--- config.mk ---
export PLATFORM = sky130hd
export DESIGN_NAME = integer_field_formatter
export DESIGN_NICKNAME = d
export VERILOG_FILES = /design/src/rtl/ifmt_pkg.sv /design/src/rtl/integer_field_formatter.sv /design/src/rtl/ifmt_div.sv /design/src/rtl/ifmt_emit.sv
export VERILOG_INCLUDE_DIRS = /design/src /design/src/rtl
export SDC_FILE = /design/constraint.sdc
export NUM_CORES = 1
export LEC_CHECK = 0
export BUFFER_PORTS_ARGS = -buffer_cell sky130_fd_sc_hd__buf_2
export CAP_MARGIN = 5
export CORE_ASPECT_RATIO = 0.9
export CORE_UTILIZATION = 38
export CTS_CLUSTER_DIAMETER = 60
export CTS_CLUSTER_SIZE = 8
export DETAILED_ROUTE_END_ITERATION = 8
export PLACE_DENSITY_LB_ADDON = 0.2
export SLEW_MARGIN = 20
export SYNTH_ARGS = -nofsm -noshare
export SYNTH_HDL_FRONTEND = slang
export SYNTH_HIERARCHICAL = 1
export SYNTH_SLANG_ARGS = --single-unit
--- constraint.sdc ---
create_clock -name clk -period 3.76 [get_ports clk]
set_clock_uncertainty 0.1 [all_clocks]
set_input_delay 1.128 -clock clk [delete_from_list [all_inputs] [get_ports clk]]
set_output_delay 1.128 -clock clk [all_outputs]
set_load 0.03 [all_outputs]
--- src/rtl/integer_field_formatter_defines.svh ---
// ---------------------------------------------------------------------------
// Assertion macros for the integer field formatter
// Each macro expects signals named clk and arst_n in the enclosing module.
// ---------------------------------------------------------------------------
`ifndef INTEGER_FIELD_FORMATTER_DEFINES_SVH
`define INTEGER_FIELD_FORMATTER_DEFINES_SVH

// Same-cycle implication, checked only out of reset.
`define IFMT_ASSERT_IMP(label, ante, cons, msg) \
	label: assert property (@(posedge clk) disable iff (!arst_n) (ante) |-> (cons)) \
		else $error(msg);

// Next-cycle implication, checked only out of reset.
`define IFMT_ASSERT_NXT(label, ante, cons, msg) \
	label: assert property (@(posedge clk) disable iff (!arst_n) (ante) |=> (cons)) \
		else $error(msg);

`endif

--- src/rtl/ifmt_pkg.sv ---
// ---------------------------------------------------------------------------
// ifmt_pkg
// Shared types, constants and helpers of the integer field formatter.
// ---------------------------------------------------------------------------
`timescale 1ns / 1ps

package ifmt_pkg;

	localparam int WORD_BITS_DEF   = 32;
	localparam int DIGIT_SLOTS_DEF = 32;
	localparam int MAX_FIELD_DEF   = 64;

	localparam logic [5:0] RADIX_MIN = 6'd2;
	localparam logic [5:0] RADIX_MAX = 6'd36;
	localparam logic [5:0] RADIX_OCT = 6'd8;
	localparam logic [5:0] RADIX_HEX = 6'd16;

	// Flag bit positions in format_flags.
	localparam int FLAG_ZEROPAD = 0;
	localparam int FLAG_SIGNED  = 1;
	localparam int FLAG_PLUS    = 2;
	localparam int FLAG_SPACE   = 3;
	localparam int FLAG_LEFT    = 4;
	localparam int FLAG_PREFIX  = 5;
	localparam int FLAG_LOWER   = 6;

	localparam logic [7:0] CH_NUL   = 8'h00;
	localparam logic [7:0] CH_SPACE = 8'h20;
	localparam logic [7:0] CH_PLUS  = 8'h2B;
	localparam logic [7:0] CH_MINUS = 8'h2D;
	localparam logic [7:0] CH_ZERO  = 8'h30;
	localparam logic [7:0] CH_UP_A  = 8'h41;
	localparam logic [7:0] CH_LO_A  = 8'h61;
	localparam logic [7:0] CH_UP_X  = 8'h58;
	localparam logic [7:0] CH_LO_X  = 8'h78;

	// Everything the character sequencer needs to know about one item.
	typedef struct packed {
		logic       bad;
		logic [7:0] sign_ch;    // zero when no sign is printed
		logic [1:0] pre_len;    // 0, 1 ("0") or 2 ("0x")
		logic       lower;
		logic       zpad;
		logic       left;
		logic [6:0] width;
		logic [5:0] min_digits;
	} fmt_job_t;

	typedef enum logic [1:0] {
		D_IDLE,
		D_SHIFT,
		D_WRITE
	} div_state_t;

	typedef enum logic [3:0] {
		E_IDLE,
		E_SIZE,
		E_LEAD,
		E_SIGN,
		E_PRE0,
		E_PRE1,
		E_ZPAD,
		E_ZERO,
		E_DRD,
		E_DIG,
		E_TRAIL,
		E_BAD
	} emit_state_t;

	function automatic logic [7:0] digit_char(input logic [5:0] d, input logic lower);
		logic [7:0] base;
		base = lower ? CH_LO_A : CH_UP_A;
		if (d < 6'd10)
			return CH_ZERO + {2'b00, d};
		else if (d < 6'd36)
			return base + {2'b00, d} - 8'd10;
		else
			return CH_ZERO;
	endfunction

endpackage

--- src/rtl/integer_field_formatter.sv ---
// ---------------------------------------------------------------------------
// integer_field_formatter
// Formats an integer into a field of characters, one character per item out.
// ---------------------------------------------------------------------------
// Input channel (s_*): one item carries value, radix, field width, minimum
// digit count and format flags. s_tready is low from the accepted item until
// its last character has entered the output register.
// Output channel (m_*): one character per item, with m_tlast on the final
// character of a formatted field and m_tuser[0] marking a bad radix (a single
// item with a NUL character and m_tlast set).
// Sequence: for each digit, at least one, the bit-serial divider shifts every
// bit of the value through its remainder and then writes the digit; the
// sequencer then emits the characters, reading each digit from the store
// before it is sent, and steps through the empty phases. The single item of
// a bad radix passes through bad_go_q and the E_BAD state into the output
// register.
// Stalls: a stalled receiver holds the output register and the sequencer
// waits; the next input item is taken while the last character still waits.
// Reset: asynchronous, clears all control state; the digit store is not reset.
// ---------------------------------------------------------------------------
`timescale 1ns / 1ps
`include "integer_field_formatter_defines.svh"

module integer_field_formatter #(
	parameter int WORD_BITS   = ifmt_pkg::WORD_BITS_DEF,
	parameter int DIGIT_SLOTS = ifmt_pkg::DIGIT_SLOTS_DEF,
	parameter int MAX_FIELD   = ifmt_pkg::MAX_FIELD_DEF
) (
	input  logic        clk,
	input  logic        arst_n,
	input  logic        s_tvalid,
	output logic        s_tready,
	// value[31:0], radix[37:32], field_width[44:38], min_digits[50:45],
	// format_flags[57:51], zeros above
	input  logic [63:0] s_tdata,
	output logic        m_tvalid,
	input  logic        m_tready,
	output logic [7:0]  m_tdata,   // char_out[7:0]
	output logic        m_tlast,   // last_char
	output logic [0:0]  m_tuser    // bad_radix[0]
);

	localparam int AW = $clog2(DIGIT_SLOTS);
	localparam int CW = $clog2(DIGIT_SLOTS + 1);

	logic [31:0] value;
	logic [5:0]  radix;
	logic [6:0]  field_width;
	logic [5:0]  min_digits;
	logic [6:0]  format_flags;

	logic                 acc;
	logic                 busy_q;
	logic                 bad_go_q;
	logic [WORD_BITS-1:0] num;
	logic [WORD_BITS-1:0] mag;
	logic                 neg;
	logic                 left_f;

	ifmt_pkg::fmt_job_t job_d, job_q;

	logic          wr_en;
	logic [AW-1:0] wr_addr;
	logic [5:0]    wr_data;
	logic          div_done;
	logic [CW-1:0] dcnt;
	logic          emit_done;

	assign value        = s_tdata[31:0];
	assign radix        = s_tdata[37:32];
	assign field_width  = s_tdata[44:38];
	assign min_digits   = s_tdata[50:45];
	assign format_flags = s_tdata[57:51];

	assign s_tready = !busy_q;
	assign acc      = s_tvalid && !busy_q;

	assign num    = WORD_BITS'(value);
	assign neg    = format_flags[ifmt_pkg::FLAG_SIGNED] && num[WORD_BITS-1];
	// The most negative value negates to itself, which reads right as unsigned.
	assign mag    = neg ? (~num + WORD_BITS'(1)) : num;
	assign left_f = format_flags[ifmt_pkg::FLAG_LEFT];

	always_comb begin
		job_d.bad = (radix < ifmt_pkg::RADIX_MIN) || (radix > ifmt_pkg::RADIX_MAX);
		if (neg)
			job_d.sign_ch = ifmt_pkg::CH_MINUS;
		else if (format_flags[ifmt_pkg::FLAG_PLUS])
			job_d.sign_ch = ifmt_pkg::CH_PLUS;
		else if (format_flags[ifmt_pkg::FLAG_SPACE])
			job_d.sign_ch = ifmt_pkg::CH_SPACE;
		else
			job_d.sign_ch = ifmt_pkg::CH_NUL;
		if (!format_flags[ifmt_pkg::FLAG_PREFIX])
			job_d.pre_len = 2'd0;
		else if (radix == ifmt_pkg::RADIX_HEX)
			job_d.pre_len = 2'd2;
		else if (radix == ifmt_pkg::RADIX_OCT)
			job_d.pre_len = 2'd1;
		else
			job_d.pre_len = 2'd0;
		job_d.lower      = format_flags[ifmt_pkg::FLAG_LOWER];
		job_d.zpad       = format_flags[ifmt_pkg::FLAG_ZEROPAD] && !left_f;
		job_d.left       = left_f;
		job_d.width      = field_width;
		job_d.min_digits = min_digits;
	end

	always_ff @(posedge clk or negedge arst_n) begin
		if (!arst_n) begin
			busy_q   <= 1'b0;
			bad_go_q <= 1'b0;
		end else begin
			bad_go_q <= acc && job_d.bad;
			if (acc)
				busy_q <= 1'b1;
			else if (emit_done)
				busy_q <= 1'b0;
		end
	end

	always_ff @(posedge clk) begin
		if (acc)
			job_q <= job_d;
	end

	ifmt_div #(
		.WORD_BITS  (WORD_BITS),
		.DIGIT_SLOTS(DIGIT_SLOTS)
	) u_div (
		.clk    (clk),
		.arst_n (arst_n),
		.start  (acc && !job_d.bad),
		.mag    (mag),
		.radix  (radix),
		.wr_en  (wr_en),
		.wr_addr(wr_addr),
		.wr_data(wr_data),
		.done   (div_done),
		.count  (dcnt)
	);

	ifmt_emit #(
		.DIGIT_SLOTS(DIGIT_SLOTS),
		.MAX_FIELD  (MAX_FIELD)
	) u_emit (
		.clk     (clk),
		.arst_n  (arst_n),
		.wr_en   (wr_en),
		.wr_addr (wr_addr),
		.wr_data (wr_data),
		.start   (div_done || bad_go_q),
		.job     (job_q),
		.dcnt    (dcnt),
		.done    (emit_done),
		.m_tvalid(m_tvalid),
		.m_tready(m_tready),
		.m_tdata (m_tdata),
		.m_tlast (m_tlast),
		.m_tuser (m_tuser)
	);

	`IFMT_ASSERT_NXT(a_accept_blocks, acc, !s_tready && busy_q, "input taken while busy")
	`IFMT_ASSERT_IMP(a_bad_is_last, m_tvalid && m_tuser[0], m_tlast, "bad radix item not last")
	`IFMT_ASSERT_IMP(a_done_in_busy, emit_done, busy_q, "sequencer finished with no item")
	`IFMT_ASSERT_IMP(a_div_in_busy, div_done, busy_q && !job_q.bad, "digits for a bad radix")

endmodule

--- src/rtl/ifmt_div.sv ---
// ---------------------------------------------------------------------------
// ifmt_div
// Bit-serial restoring divider that peels off digits, least significant first.
// ---------------------------------------------------------------------------
`timescale 1ns / 1ps

module ifmt_div #(
	parameter int WORD_BITS   = ifmt_pkg::WORD_BITS_DEF,
	parameter int DIGIT_SLOTS = ifmt_pkg::DIGIT_SLOTS_DEF
) (
	input  logic                             clk,
	input  logic                             arst_n,
	input  logic                             start,
	input  logic [WORD_BITS-1:0]             mag,
	input  logic [5:0]                       radix,
	output logic                             wr_en,
	output logic [$clog2(DIGIT_SLOTS)-1:0]   wr_addr,
	output logic [5:0]                       wr_data,
	output logic                             done,
	output logic [$clog2(DIGIT_SLOTS+1)-1:0] count
);

	localparam int AW = $clog2(DIGIT_SLOTS);
	localparam int CW = $clog2(DIGIT_SLOTS + 1);
	localparam int BW = $clog2(WORD_BITS);

	ifmt_pkg::div_state_t st_q, st_d;

	logic [WORD_BITS-1:0] quo_q;
	logic [5:0]           rem_q;
	logic [5:0]           radix_q;
	logic [BW-1:0]        bit_q;
	logic [CW-1:0]        cnt_q;
	logic                 done_q;
	logic [6:0]           trial;
	logic                 qbit;
	logic                 final_digit;

	// One quotient bit per cycle: shift the next dividend bit into the remainder.
	assign trial       = {rem_q, quo_q[WORD_BITS-1]};
	assign qbit        = trial >= {1'b0, radix_q};
	assign final_digit = (quo_q == '0) || (cnt_q == CW'(DIGIT_SLOTS - 1));

	always_comb begin
		st_d = st_q;
		unique case (st_q)
			ifmt_pkg::D_IDLE:  if (start) st_d = ifmt_pkg::D_SHIFT;
			ifmt_pkg::D_SHIFT: if (bit_q == BW'(WORD_BITS - 1)) st_d = ifmt_pkg::D_WRITE;
			ifmt_pkg::D_WRITE: st_d = final_digit ? ifmt_pkg::D_IDLE : ifmt_pkg::D_SHIFT;
			default:           st_d = ifmt_pkg::D_IDLE;
		endcase
	end

	always_ff @(posedge clk or negedge arst_n) begin
		if (!arst_n) begin
			st_q   <= ifmt_pkg::D_IDLE;
			cnt_q  <= '0;
			done_q <= 1'b0;
		end else begin
			st_q   <= st_d;
			done_q <= (st_q == ifmt_pkg::D_WRITE) && final_digit;
			if (st_q == ifmt_pkg::D_IDLE && start)
				cnt_q <= '0;
			else if (st_q == ifmt_pkg::D_WRITE)
				cnt_q <= cnt_q + CW'(1);
		end
	end

	always_ff @(posedge clk) begin
		unique case (st_q)
			ifmt_pkg::D_IDLE: begin
				quo_q   <= mag;
				radix_q <= radix;
				rem_q   <= '0;
				bit_q   <= '0;
			end
			ifmt_pkg::D_SHIFT: begin
				quo_q <= {quo_q[WORD_BITS-2:0], qbit};
				rem_q <= qbit ? 6'(trial - {1'b0, radix_q}) : trial[5:0];
				bit_q <= bit_q + BW'(1);
			end
			ifmt_pkg::D_WRITE: begin
				rem_q <= '0;
				bit_q <= '0;
			end
			default: begin
				rem_q <= '0;
				bit_q <= '0;
			end
		endcase
	end

	assign wr_en   = (st_q == ifmt_pkg::D_WRITE);
	assign wr_addr = cnt_q[AW-1:0];
	assign wr_data = rem_q;
	assign done    = done_q;
	assign count   = cnt_q;

endmodule

--- src/rtl/ifmt_emit.sv ---
// ---------------------------------------------------------------------------
// ifmt_emit
// Digit store and character sequencer that drives the output register.
// ---------------------------------------------------------------------------
`timescale 1ns / 1ps

module ifmt_emit #(
	parameter int DIGIT_SLOTS = ifmt_pkg::DIGIT_SLOTS_DEF,
	parameter int MAX_FIELD   = ifmt_pkg::MAX_FIELD_DEF
) (
	input  logic                             clk,
	input  logic                             arst_n,
	input  logic                             wr_en,
	input  logic [$clog2(DIGIT_SLOTS)-1:0]   wr_addr,
	input  logic [5:0]                       wr_data,
	input  logic                             start,
	input  ifmt_pkg::fmt_job_t               job,
	input  logic [$clog2(DIGIT_SLOTS+1)-1:0] dcnt,
	output logic                             done,
	output logic                             m_tvalid,
	input  logic                             m_tready,
	output logic [7:0]                       m_tdata,
	output logic                             m_tlast,
	output logic [0:0]                       m_tuser
);

	localparam int AW = $clog2(DIGIT_SLOTS);
	localparam int CW = $clog2(DIGIT_SLOTS + 1);

	logic [5:0] mem [DIGIT_SLOTS];
	logic [5:0] rd_q;
	logic [AW-1:0] raddr;

	ifmt_pkg::emit_state_t st_q, st_d;

	logic [6:0]    prec_d;
	logic [6:0]    zeros_q;
	logic [7:0]    fixed_q;
	logic [6:0]    pad_q;
	logic [7:0]    left_q;
	logic [CW-1:0] dig_q;
	logic [7:0]    total;
	logic [6:0]    pad_d;
	logic [1:0]    sign_len;

	logic       em;
	logic       fire;
	logic       slot_free;
	logic       bad;
	logic [7:0] ch;

	logic       out_valid_q;
	logic [7:0] out_data_q;
	logic       out_last_q;
	logic       out_bad_q;

	assign raddr = AW'(dig_q - CW'(1));

	always_ff @(posedge clk) begin
		if (wr_en)
			mem[wr_addr] <= wr_data;
		rd_q <= mem[raddr];
	end

	assign sign_len  = (job.sign_ch != ifmt_pkg::CH_NUL) ? 2'd1 : 2'd0;
	assign prec_d    = (7'(dcnt) > {1'b0, job.min_digits}) ? 7'(dcnt) : {1'b0, job.min_digits};
	// Padding is owed only when the field is wider than sign, prefix and digits.
	assign pad_d     = ({1'b0, job.width} > fixed_q) ? job.width - fixed_q[6:0] : 7'd0;
	assign total     = (pad_d != 7'd0) ? {1'b0, job.width} : fixed_q;
	assign slot_free = !out_valid_q || m_tready;

	always_comb begin
		st_d = st_q;
		em   = 1'b0;
		bad  = 1'b0;
		ch   = ifmt_pkg::CH_SPACE;
		unique case (st_q)
			ifmt_pkg::E_IDLE: begin
				if (start) st_d = job.bad ? ifmt_pkg::E_BAD : ifmt_pkg::E_SIZE;
			end
			ifmt_pkg::E_SIZE: st_d = ifmt_pkg::E_LEAD;
			ifmt_pkg::E_LEAD: begin
				if (!job.zpad && !job.left && pad_q != 7'd0) em = 1'b1;
				else st_d = ifmt_pkg::E_SIGN;
			end
			ifmt_pkg::E_SIGN: begin
				if (sign_len != 2'd0) begin
					em = 1'b1;
					ch = job.sign_ch;
					if (slot_free) st_d = ifmt_pkg::E_PRE0;
				end else begin
					st_d = ifmt_pkg::E_PRE0;
				end
			end
			ifmt_pkg::E_PRE0: begin
				if (job.pre_len != 2'd0) begin
					em = 1'b1;
					ch = ifmt_pkg::CH_ZERO;
					if (slot_free) st_d = ifmt_pkg::E_PRE1;
				end else begin
					st_d = ifmt_pkg::E_ZPAD;
				end
			end
			ifmt_pkg::E_PRE1: begin
				if (job.pre_len == 2'd2) begin
					em = 1'b1;
					ch = job.lower ? ifmt_pkg::CH_LO_X : ifmt_pkg::CH_UP_X;
					if (slot_free) st_d = ifmt_pkg::E_ZPAD;
				end else begin
					st_d = ifmt_pkg::E_ZPAD;
				end
			end
			ifmt_pkg::E_ZPAD: begin
				if (!job.left && pad_q != 7'd0) begin
					em = 1'b1;
					ch = job.zpad ? ifmt_pkg::CH_ZERO : ifmt_pkg::CH_SPACE;
				end else begin
					st_d = ifmt_pkg::E_ZERO;
				end
			end
			ifmt_pkg::E_ZERO: begin
				if (zeros_q != 7'd0) begin
					em = 1'b1;
					ch = ifmt_pkg::CH_ZERO;
				end else begin
					st_d = ifmt_pkg::E_DRD;
				end
			end
			// The store read is registered, so each digit is addressed in E_DRD before E_DIG.
			ifmt_pkg::E_DRD: st_d = (dig_q == '0) ? ifmt_pkg::E_TRAIL : ifmt_pkg::E_DIG;
			ifmt_pkg::E_DIG: begin
				em = 1'b1;
				ch = ifmt_pkg::digit_char(rd_q, job.lower);
				if (slot_free) st_d = ifmt_pkg::E_DRD;
			end
			ifmt_pkg::E_TRAIL: begin
				if (pad_q != 7'd0) em = 1'b1;
				else st_d = ifmt_pkg::E_IDLE;
			end
			ifmt_pkg::E_BAD: begin
				em  = 1'b1;
				bad = 1'b1;
				ch  = ifmt_pkg::CH_NUL;
			end
			default: st_d = ifmt_pkg::E_IDLE;
		endcase
		fire = em && slot_free;
		// The character count decides the end, which also covers truncation.
		if (fire && left_q == 8'd1)
			st_d = ifmt_pkg::E_IDLE;
	end

	assign done = (st_q != ifmt_pkg::E_IDLE) && (st_d == ifmt_pkg::E_IDLE);

	always_ff @(posedge clk or negedge arst_n) begin
		if (!arst_n) begin
			st_q        <= ifmt_pkg::E_IDLE;
			out_valid_q <= 1'b0;
			pad_q       <= '0;
			left_q      <= '0;
		end else begin
			st_q <= st_d;
			if (fire)
				out_valid_q <= 1'b1;
			else if (m_tready)
				out_valid_q <= 1'b0;

			if (st_q == ifmt_pkg::E_IDLE && start) begin
				left_q <= 8'd1;
			end else if (st_q == ifmt_pkg::E_SIZE) begin
				pad_q  <= pad_d;
				left_q <= (total > 8'(MAX_FIELD)) ? 8'(MAX_FIELD) : total;
			end else if (fire) begin
				left_q <= left_q - 8'd1;
				if (st_q == ifmt_pkg::E_LEAD || st_q == ifmt_pkg::E_ZPAD ||
				    st_q == ifmt_pkg::E_TRAIL)
					pad_q <= pad_q - 7'd1;
			end
		end
	end

	always_ff @(posedge clk) begin
		if (st_q == ifmt_pkg::E_IDLE && start) begin
			zeros_q <= prec_d - 7'(dcnt);
			fixed_q <= {1'b0, prec_d} + {6'd0, sign_len} + {6'd0, job.pre_len};
			dig_q   <= dcnt;
		end else if (fire) begin
			if (st_q == ifmt_pkg::E_ZERO)
				zeros_q <= zeros_q - 7'd1;
			if (st_q == ifmt_pkg::E_DIG)
				dig_q <= dig_q - CW'(1);
		end
		if (fire) begin
			out_data_q <= ch;
			out_last_q <= (left_q == 8'd1);
			out_bad_q  <= bad;
		end
	end

	assign m_tvalid = out_valid_q;
	assign m_tdata  = out_data_q;
	assign m_tlast  = out_last_q;
	assign m_tuser  = out_bad_q;

endmodule
==> results of run 1 <==
[layer usage]
layer,vias up,global-route usage
li1,5135,-
met1,5305,0.252
met2,260,0.261
met3,47,0.0307
met4,0,0.0544
met5,-,0
[critical path, delay by kind of cell (launching register included)]
kind                       cells  cell delay [ps]
AOI/OAI and AO/OA              9             1630
adders and majority gates      2              530
and+or+nand+nor                3              320
DFF                            1              410
buffers and inverters          2              250
[worst min-delay path by stage]
| stage | end | slack, ps | startpoint |
|---|---|---|---|
| floorplan | u_div/bit_q[0]$_SDFF_PN0_ | 320 | u_div/bit_q[0]$_SDFF_PN0_ |
| global placement | u_div/bit_q[0]$_SDFF_PN0_ | 330 | u_div/bit_q[0]$_SDFF_PN0_ |
| detailed placement | u_div/bit_q[0]$_SDFF_PN0_ | 340 | u_div/bit_q[0]$_SDFF_PN0_ |
| CTS | u_div/bit_q[0]$_SDFF_PN0_ | 350 | u_div/bit_q[0]$_SDFF_PN0_ |
| global route | u_div/bit_q[0]$_SDFF_PN0_ | 380 | u_div/bit_q[0]$_SDFF_PN0_ |
| finish | u_div/bit_q[0]$_SDFF_PN0_ | 350 | u_div/bit_q[0]$_SDFF_PN0_ |
[synthesized netlist by cell type (10+ instances only)]
library cell  instances  area (um2)
xor2_1               23         201
o21a_1               11        82.6
nand3_1              33         165
xnor2_1              44         385
clkbuf_1             27         101
a21oi_1              35         175
nand4_1              15        93.8
nor2_1               91         342
edfxtp_1            283        8500
dfxtp_1              17         340
nor3_1               22         110
nor2b_1              21         131
inv_1                63         236
nor4_1               12        75.1
mux2i_1              15         150
ha_1                 48         601
a211oi_1             10        75.1
o21ai_0              48         240
dfrtp_1              31         776
o31ai_1              14         105
nand2_1             209         785
mux4_2               48        1080
nand2b_1             12        75.1
[cells in the final DEF (no fill, tap or decap), types with 10 or more instances in the layout]
cell       instances
dfrtp_1           31
clkbuf_16         48
nor2b_1           19
mux2i_1           15
inv_1             63
nand2b_1          12
nor3_1            22
nand2_1          209
xnor2_1           42
clkbuf_1          33
xor2_1            22
o31ai_1           14
nand4_1           15
ha_1              47
buf_2             73
a211oi_1          10
mux4_2            48
buf_4             37
o21a_1            11
a21oi_1           35
nor2_1            91
dfxtp_1           17
edfxtp_1         283
nand3_1           33
o21ai_0           47
nor4_1            12
[where the power goes]
group	switching (mW)	internal (mW)
Combinational	1.90	1.15
Sequential	0.332	4.82
Clock	1.51	2.46
[cell families after synthesis]
kind of cell	after synthesis	synth area share
flip-flops	331	0.584
buffers and inverters	117	0.0293
XOR/XNOR	67	0.0356
AND/OR/NAND/NOR	477	0.139
adder cells (fa/ha/maj)	54	0.0438
other	1	0.000228
AO/OA/AOI/OAI	210	0.0931
multiplexers	63	0.0748
[layout make-up]
type,count,area [um2]
clock buffers,85,1380
clock inverters,3,30.0
fillers,3858,23200
inverters,66,248
multi-input cells,877,6420
flip-flops and latches,331,9610
well taps,547,684
repair buffers,111,663
[metrics by stage]
stage | total power, mW | hold WS (ps) | worst slack (ps) | instances
CTS | 12.3 | 348 | 215 | 2020
floorplan | 7.31 | 318 | 141 | 1325
global placement | 8.21 | 332 | 305 | 1932
finish | 12.2 | 345 | 340 | 2020
global route | 12.8 | 382 | 12.7 | 2020
detailed placement | 8.27 | 336 | 227 | 1932
[state kept, by name, indices dropped and copies added, names as in the netlist, 5 cells and up]
register	cells
job_q	23
u_emit/fixed_q	7
u_emit/m_tdata	8
u_emit/mem	192
u_emit/zeros_q	7
u_div/quo_q	32
u_div/count	6
u_emit/rd_q	6
u_emit/left_q	8
u_emit/pad_q	7
u_div/radix_q	6
u_div/wr_data	6
u_emit/dig_q	6
u_div/bit_q	5
==> run_results.csv, run 1 <==
group,metric,value,unit
status,outcome,"completed",
grt,grt_pass1_wl,59400,um
sta,fin_crit,3420,ps
placement,placed_cell_area,17600,um2
worst_setup_path,worstSetupEndpointType,"flip-flop",
power,power.leakage,7.04,nW
cells_and_area,syn_to_final_growth,15.6,%
logic_synthesis,synth_area_per_cell,12.5,um2
placement,dp.final_hpwl,25700,um
worst_hold_path,hp-class,"reg -> reg",
clocking,root_buffer,"clkbuf_16",
worst_setup_path,critPathLaunch,"job_q[1]$_DFFE_PP_",
sta,fin_crit_sh,0.910,
worst_setup_path,crit_path_max_incr_delay,410,ps
drt,wirelength,37700,um
drt,wl_per_cell,18.7,um
die,ios,80,
clocking,post_cts_resized,0,
grt,grt_pass1_vias,10600,
cells_and_area,finalInstanceArea,19000,um2
clocking,clock-sinks,331,
clocking,path_clk_slew,50,ps
clocking,htree_levels,2,
clocking,ctsHoldBuffers,0,
grt,grt_antenna_before_repair,0,
logic_synthesis,syn-cell-area,16500,um2
logic_synthesis,async_flop_share,0.0937,
cells_and_area,diodes,0,
cells_and_area,final_core_util,0.450,
die,dieArea,44200,um2
drt,met1_length,18200,um
logic_synthesis,synth-main-ff-cell,"edfxtp_1",
worst_hold_path,holdPathStages,1,
clocking,cts_tree,"done",
worst_setup_path,cp_cell_sequence,"inv_1 > ha_1 > nor2b_1 > o21ai_0 > a21oi_1 > o21bai_2 > buf_4 > nand2_1 > o21ai_1 > ha_1 > nor2b_1 > o21ai_0 > a21boi_0 > o21a_1 > o21a_1 > o31ai_1",
drt,ant_nets,0,
logic_synthesis,ys_types,83,
clocking,cts_setup_buffers,0,
sta,rsz0062_at_grt,"false",
drt,dr_total_vias,10700,
sta,timing.fmax,0.292,GHz
worst_setup_path,worstReg2RegEnd,"u_emit/zeros_q[5]$_DFFE_PP_",
die,die_x,221,um
placement,port-buffer-count,73,
worst_setup_path,crit_path_top_delay_cell,"edfxtp_1",
drt,avgViaCountPerCell,5.32,
grt,grt.total_usage,0.173,
logic_synthesis,ys_seq_area_frac,0.584,
worst_setup_path,arrival,3700,ps
drt,top_layer,"met4",
clocking,cts_buffers,48,
worst_setup_path,path_class,"reg -> reg",
cells_and_area,nNetsFinal,1557,
logic_synthesis,ys_ff_latch,331,
grt,grt_overflow_total,0,
worst_setup_path,endpoint,"u_emit/zeros_q[5]$_DFFE_PP_",
logic_synthesis,yosys_warnings,6,
sta,finalHoldViolCount,0,
worst_setup_path,rrSetupSlack,340,ps
worst_setup_path,r2r-start,"job_q[1]$_DFFE_PP_",
cells_and_area,drive_above_1_share,0.176,
sta,slew_headroom,0.290,
die,coreArea,42300,um2
clocking,clkLatencyLatePin,560,ps
sta,setup_tns,0,ps
drt,first_iter_violations,823,
sta,report.final.slew_viol_count,0,
sta,tightest_slew,1060,ps
placement,gp_congestion,0.834,
job,drv_cap,0,
sta,finalSetupViolCount,0,
die,rows,71,
worst_setup_path,cp-start-kind,"flip-flop",
power,ir_drop,0.290,mV
die,start_util,0.389,
grt,grt_max_degree,40,
drt,drc,0,
worst_setup_path,worstPathRequired,4040,ps
drt,dr.pass1.iters,5,
logic_synthesis,synth_edf_count,283,
clocking,clockBufferDepth,3,
worst_setup_path,worst_r2r_path_depth,16,
die,die_y,199,um
worst_setup_path,cp_max_fo,5,
drt,wl_met3,2030,um
drt,route.met2.wl,16800,um
power,power_density,639,nW/um2
logic_synthesis,synth_cells,1320,
Power figures use the tool's default switching activity.
==> run 2, diff against run 1 <==
Settings changed: ABC_AREA set to 1.
==> run_results.csv, run 2 <==
group,metric,value,unit
placement,gp_congestion,0.903,
die,ios,80,
logic_synthesis,async_flop_share,0.0937,
die,die_x,225,um
worst_hold_path,hp-class,"reg -> reg",
grt,use_met2,0.275,
cells_and_area,regMostFlops,"u_emit/mem",
worst_setup_path,cp_max_fo,12,
logic_synthesis,syn-cell-area,17000,um2
grt,grt_pass1_vias,12000,
drt,drc,0,
drt,wl_per_cell,16.2,um
grt,grt.total_usage,0.181,
grt,grt_pass1_wl,64900,um
cells_and_area,nNetsFinal,1991,
worst_setup_path,cp_cell_sequence,"ha_1 > nand2_1 > nor2_1 > o21ai_1 > o211ai_1 > nand2_1 > o21ai_0 > ha_1 > inv_1 > fa_1 > nand2_1 > inv_1 > nor2_1 > nor2_1 > nor2_1 > nor2_1 > o21a_1 > o31ai_1",
power,power.total,13.7,mW
sta,timing.fmax,0.297,GHz
job,drv_cap,0,
die,coreArea,44100,um2
logic_synthesis,synthTopCellsByArea,"edfxtp_1 (50%), nand2_1 (7.8%), nor2_1 (7.0%)",
worst_setup_path,critPathLaunch,"u_div/count[5]$_DFFE_PN0P_",
cells_and_area,largest_registers,"u_emit/mem x192, u_div/quo_q x32, job_q x23",
sta,worst_slack,391,ps
die,dieArea,45500,um2
power,power_density,704,nW/um2
die,rows,73,
clocking,htree_levels,2,
logic_synthesis,ys_ff_latch,331,
logic_synthesis,synth_top_cells_by_count,"nand2_1 (354), nor2_1 (315), edfxtp_1 (283)",
drt,first_iter_violations,931,
cells_and_area,largest_reg_flops,192,
logic_synthesis,synth.most_common_cell,"nand2_1",
logic_synthesis,synth_edf_count,283,
placement,port-buffer-count,73,
grt,grt_overflow_total,0,
cells_and_area,diodes,0,
cells_and_area,drive_above_1_share,0.119,
logic_synthesis,yosys.area.top_type,"edfxtp_1",
sta,fin_crit_sh,0.896,
grt,top_usage_layer,"met2",
worst_setup_path,cp-start-kind,"flip-flop",
logic_synthesis,synth_top_cell_area_share,0.501,
clocking,clock-sinks,331,
logic_synthesis,ys_types,58,
die,die_y,203,um
worst_setup_path,worstPathRequired,4050,ps
cells_and_area,final_common_cell,"nand2_1",
clocking,clockBufferDepth,3,
sta,slew_headroom,0.305,
sta,finalHoldViolCount,0,
logic_synthesis,yosys_warnings,6,
clocking,cts_setup_buffers,0,
die,start_util,0.385,
sta,setup_tns,0,ps
power,power.leakage,7.80,nW
clocking,ctsHoldBuffers,0,
sta,fin_crit,3370,ps
sta,rsz0062_at_grt,"false",
worst_setup_path,worstSetupEndpointType,"flip-flop",
grt,grt_max_degree,98,
worst_setup_path,cp_common_cell,"nor2_1",
worst_setup_path,arrival,3660,ps
grt,grt_use_met1,0.264,
cells_and_area,syn_to_final_growth,14.9,%
clocking,cts_buffers,48,
sta,finalSetupViolCount,0,
grt,gr-usage-met3,0.0317,
drt,dr.pass1.iters,5,
sta,tightest_slew,1030,ps
status,outcome,"completed",
worst_setup_path,crit_path_top_delay_cell,"dfrtp_1",
clocking,root_buffer,"clkbuf_16",
placement,dpl_worst_slack,326,ps
logic_synthesis,synth_cells,1776,
drt,ant_nets,0,
grt,grt_antenna_before_repair,0,
clocking,path_clk_slew,50,ps
worst_hold_path,hp-start,"u_div/st_q[0]$_DFFE_PN0P_",
worst_setup_path,path_class,"reg -> reg",
logic_synthesis,ys_seq_area_frac,0.566,
clocking,post_cts_resized,0,
worst_setup_path,r2r-start,"u_div/count[5]$_DFFE_PN0P_",
clocking,clkLatencyLatePin,560,ps
power,ir_drop,0.329,mV
drt,dr_total_vias,12500,
worst_setup_path,crit_path_max_incr_delay,460,ps
clocking,cts_tree,"done",
drt,avgViaCountPerCell,4.98,
logic_synthesis,synth_area_per_cell,9.56,um2
sta,report.final.slew_viol_count,0,
drt,wirelength,40600,um
cells_and_area,final_core_util,0.442,
logic_synthesis,synth-main-ff-cell,"edfxtp_1",
placement,dp.final_hpwl,27500,um
cells_and_area,final_cell_mix,"nand2_1 (354), nor2_1 (314), edfxtp_1 (283), inv_1 (169), o21ai_0 (124)",
run 2: per-layer routing:
metal | vias to the layer above | wire [um]
met4 | 0 | 950
met3 | 67 | 2120
met5 | - | 0
li1 | 6231 | -
met1 | 5885 | 19900
met2 | 318 | 17600
run 2: metrics by stage:
| stage | instance area, um2 | hold WS (ps) | cells |
|---|---|---|---|
| after floorplan | 17000 | 318 | 1779 |
| after global placement | 18100 | 329 | 2419 |
| after detailed placement | 18100 | 336 | 2419 |
| after CTS | 19500 | 346 | 2508 |
| after global routing | 19500 | 358 | 2508 |
| final | 19500 | 343 | 2508 |
run 2: area by class of cell:
| type | count | area [um2] |
|---|---|---|
| Tap cell | 600 | 751 |
| Clock inverter | 3 | 26.3 |
| Multi-Input combinational cell | 1198 | 6400 |
| Inverter | 190 | 713 |
| Fill cell | 4235 | 24600 |
| Clock buffer | 86 | 1420 |
| Sequential cell | 331 | 9610 |
| Timing Repair Buffer | 100 | 584 |
run 2: power breakdown:
| part | switching, mW | internal, mW |
|---|---|---|
| registers | 0.300 | 4.98 |
| clock network | 1.55 | 2.52 |
| logic | 2.98 | 1.39 |
| total | 4.83 | 8.89 |
run 2: logic make-up after synthesis:
family | share of synthesized area
other | 0.000221
buffers and inverters | 0.0581
adder cells (fa/ha/maj) | 0.0425
multiplexers | 0.0112
flip-flops | 0.566
XOR/XNOR | 0.0201
AO/OA/AOI/OAI | 0.103
AND/OR/NAND/NOR | 0.199
run 2: path summary, 6_finish.rpt:
check / endpoint / slack [ps] / depth (start not counted)
hold reg to reg: u_div/done$_DFF_PN0_ / 340 / 1
hold / removal: u_div/done$_DFF_PN0_ / 340 / 1
setup reg to reg: u_emit/zeros_q[6]$_DFFE_PP_ / 390 / 18
setup / recovery: u_emit/zeros_q[6]$_DFFE_PP_ / 390 / 18
max in group asynchronous: u_div/st_q[0]$_DFFE_PN0P_ / 2480 / 1
min in group asynchronous: u_emit/pad_q[5]$_DFFE_PN0P_ / 560 / 1
run 2: worst max-delay path, delay by kind of cell (launching register included):
kind                       cells  cell delay (ps)
adders and majority gates      3              920
and+or+nand+nor                8              820
AOI/OAI and AO/OA              5              790
DFF                            1              460
buffers and inverters          2              100
==> run 3, diff against run 2 <==
Settings changed: BUFFER_PORTS_ARGS -buffer_cell sky130_fd_sc_hd__buf_2 to unset, DONT_BUFFER_PORTS set to 1.
==> run_results.csv, run 3 (synthesized netlist as in run 2, its figures left out) <==
group,metric,value,unit
sta,worst_slack,445,ps
power,comb_power_share,0.302,
sta,rsz0062_at_grt,"false",
clocking,htree_levels,2,
cells_and_area,finalInstanceArea,19200,um2
clocking,cts_tree,"done",
cells_and_area,final_cell_mix,"nand2_1 (354), nor2_1 (314), edfxtp_1 (283), inv_1 (169), o21ai_0 (124)",
cells_and_area,syn_to_final_growth,13.0,%
worst_setup_path,arrival,3620,ps
power,power_density,712,nW/um2
grt,grt_max_degree,79,
worst_setup_path,worstSetupEndpointType,"flip-flop",
grt,grt_antenna_before_repair,0,
power,switching_share,0.351,
drt,ant_nets,0,
sta,finalHoldViolCount,0,
drt,dr_total_vias,12300,
clocking,root_buffer,"clkbuf_16",
power,power.leakage,7.54,nW
power,seq_power_share,0.397,
cells_and_area,nFillCells,4262,
power,switching_power,4.80,mW
job,drv_cap,0,
worst_setup_path,path_class,"reg -> reg",
power,p_clk_frac,0.302,
power,p_int,8.86,mW
sta,setup_tns,0,ps
clocking,cts_buffers,48,
clocking,cts_setup_buffers,0,
cells_and_area,nNetsFinal,1923,
sta,holdWs,153,ps
clocking,path_clk_slew,50,ps
worst_hold_path,hp-class,"in -> async",
die,ios,80,
status,outcome,"completed",
grt,grt_pass1_wl,65600,um
die,rows,73,
clocking,post_cts_resized,0,
drt,avgViaCountPerCell,5.03,
die,coreArea,44100,um2
placement,gp_congestion,0.898,
grt,grt_pass1_vias,12100,
grt,grt.total_usage,0.183,
clocking,clockBufferDepth,3,
drt,wirelength,40900,um
placement,port-buffer-count,0,
power,power.total,13.7,mW
power,ir_drop,0.331,mV
sta,timing.fmax,0.302,GHz
clocking,clkLatencyLatePin,580,ps
cells_and_area,diodes,0,
drt,wl_per_cell,16.7,um
cells_and_area,regMostFlops,"u_emit/mem",
drt,first_iter_violations,938,
placement,dp.final_hpwl,27600,um
cells_and_area,drive_above_1_share,0.0864,
cells_and_area,largest_reg_flops,192,
drt,drc,0,
worst_setup_path,cp-start-kind,"flip-flop",
die,start_util,0.385,
sta,fin_crit_sh,0.882,
die,die_x,225,um
clocking,ctsHoldBuffers,0,
die,dieArea,45500,um2
sta,fin_crit,3320,ps
sta,tightest_slew,907,ps
clocking,clock-sinks,331,
drt,dr.pass1.iters,7,
cells_and_area,final_common_cell,"nand2_1",
sta,finalSetupViolCount,0,
placement,dpl_worst_slack,471,ps
placement,placed_cell_area,17700,um2
sta,report.final.slew_viol_count,0,
cells_and_area,largest_registers,"u_emit/mem x192, u_div/quo_q x32, job_q x23",
worst_setup_path,worstPathRequired,4060,ps
worst_setup_path,cp_max_fo,12,
sta,slew_headroom,0.395,
grt,grt_overflow_total,0,
die,die_y,203,um
[run 3: changes by cell type in the layout (fill, tap and decap cells not counted), sizes merged]
cell / before / now
buf: 100 / 32
clkbuf: 86 / 88
clkinv: 4 / 3
[run 3: layer usage]
layer  global-route usage  routed length [um]
met5                    0                   0
met2                0.277               17900
met1                0.265               20000
met4               0.0552                 863
met3               0.0347                2130
[run 3: through the flow]
step	std cells	utilization
floorplan	1779	-
global placement	2351	0.401
detailed placement	2351	0.401
CTS	2441	0.435
global route	2441	0.435
finish	2441	0.435
[run 3: path summary, 6_finish.rpt]
check | from | endpoint | slack (ps) | depth (start not counted)
worst min register to register | u_div/st_q[0]$_DFFE_PN0P_ | u_div/done$_DFF_PN0_ | 350 | 1
min in group clk | u_div/st_q[0]$_DFFE_PN0P_ | u_div/done$_DFF_PN0_ | 350 | 1
worst max register to register | u_div/count[5]$_DFFE_PN0P_ | u_emit/zeros_q[6]$_DFFE_PP_ | 440 | 18
worst max-delay path | u_div/count[5]$_DFFE_PN0P_ | u_emit/zeros_q[6]$_DFFE_PP_ | 440 | 18
worst min-delay path | arst_n | u_emit/pad_q[3]$_DFFE_PN0P_ | 150 | 0
max in group asynchronous | arst_n | u_div/done$_DFF_PN0_ | 3320 | 0
[run 3: power by group through the flow]
stage                     Sequential, mW  Clock [mW]  Combinational [mW]
after global routing                5.49        4.37                4.73
after CTS                           5.43        4.22                4.15
final                               5.42        4.12                4.12
after detailed placement            5.49           0                4.14
after floorplan                     5.56           0                2.91
after global placement              5.48           0                4.09
[run 3: cell type report]
type                       instances  area (um2)  share of cell area
multi-input combinational       1198        6400               0.334
sequential                       331        9610               0.501
timing repair buffer              32         240              0.0125
clock buffer                      88        1420              0.0742
clock inverter                     2        46.3             0.00241
inverter                         190         713              0.0372
tap                              600         751              0.0391
[run 3: worst max-delay path: stages, from the launching register on]
cell      delay, ps
dfrtp_1         380
ha_1            300
nand2_1          80
nor2_1          140
o21ai_1          90
o211ai_1         90
nand2_1         240
o21ai_0         290
ha_1            210
inv_1            60
fa_1            390
nand2_1          70
inv_1            50
nor2_1           80
nor2_1           40
nor2_1          110
nor2_1           70
o21a_1          170
o31ai_1         180
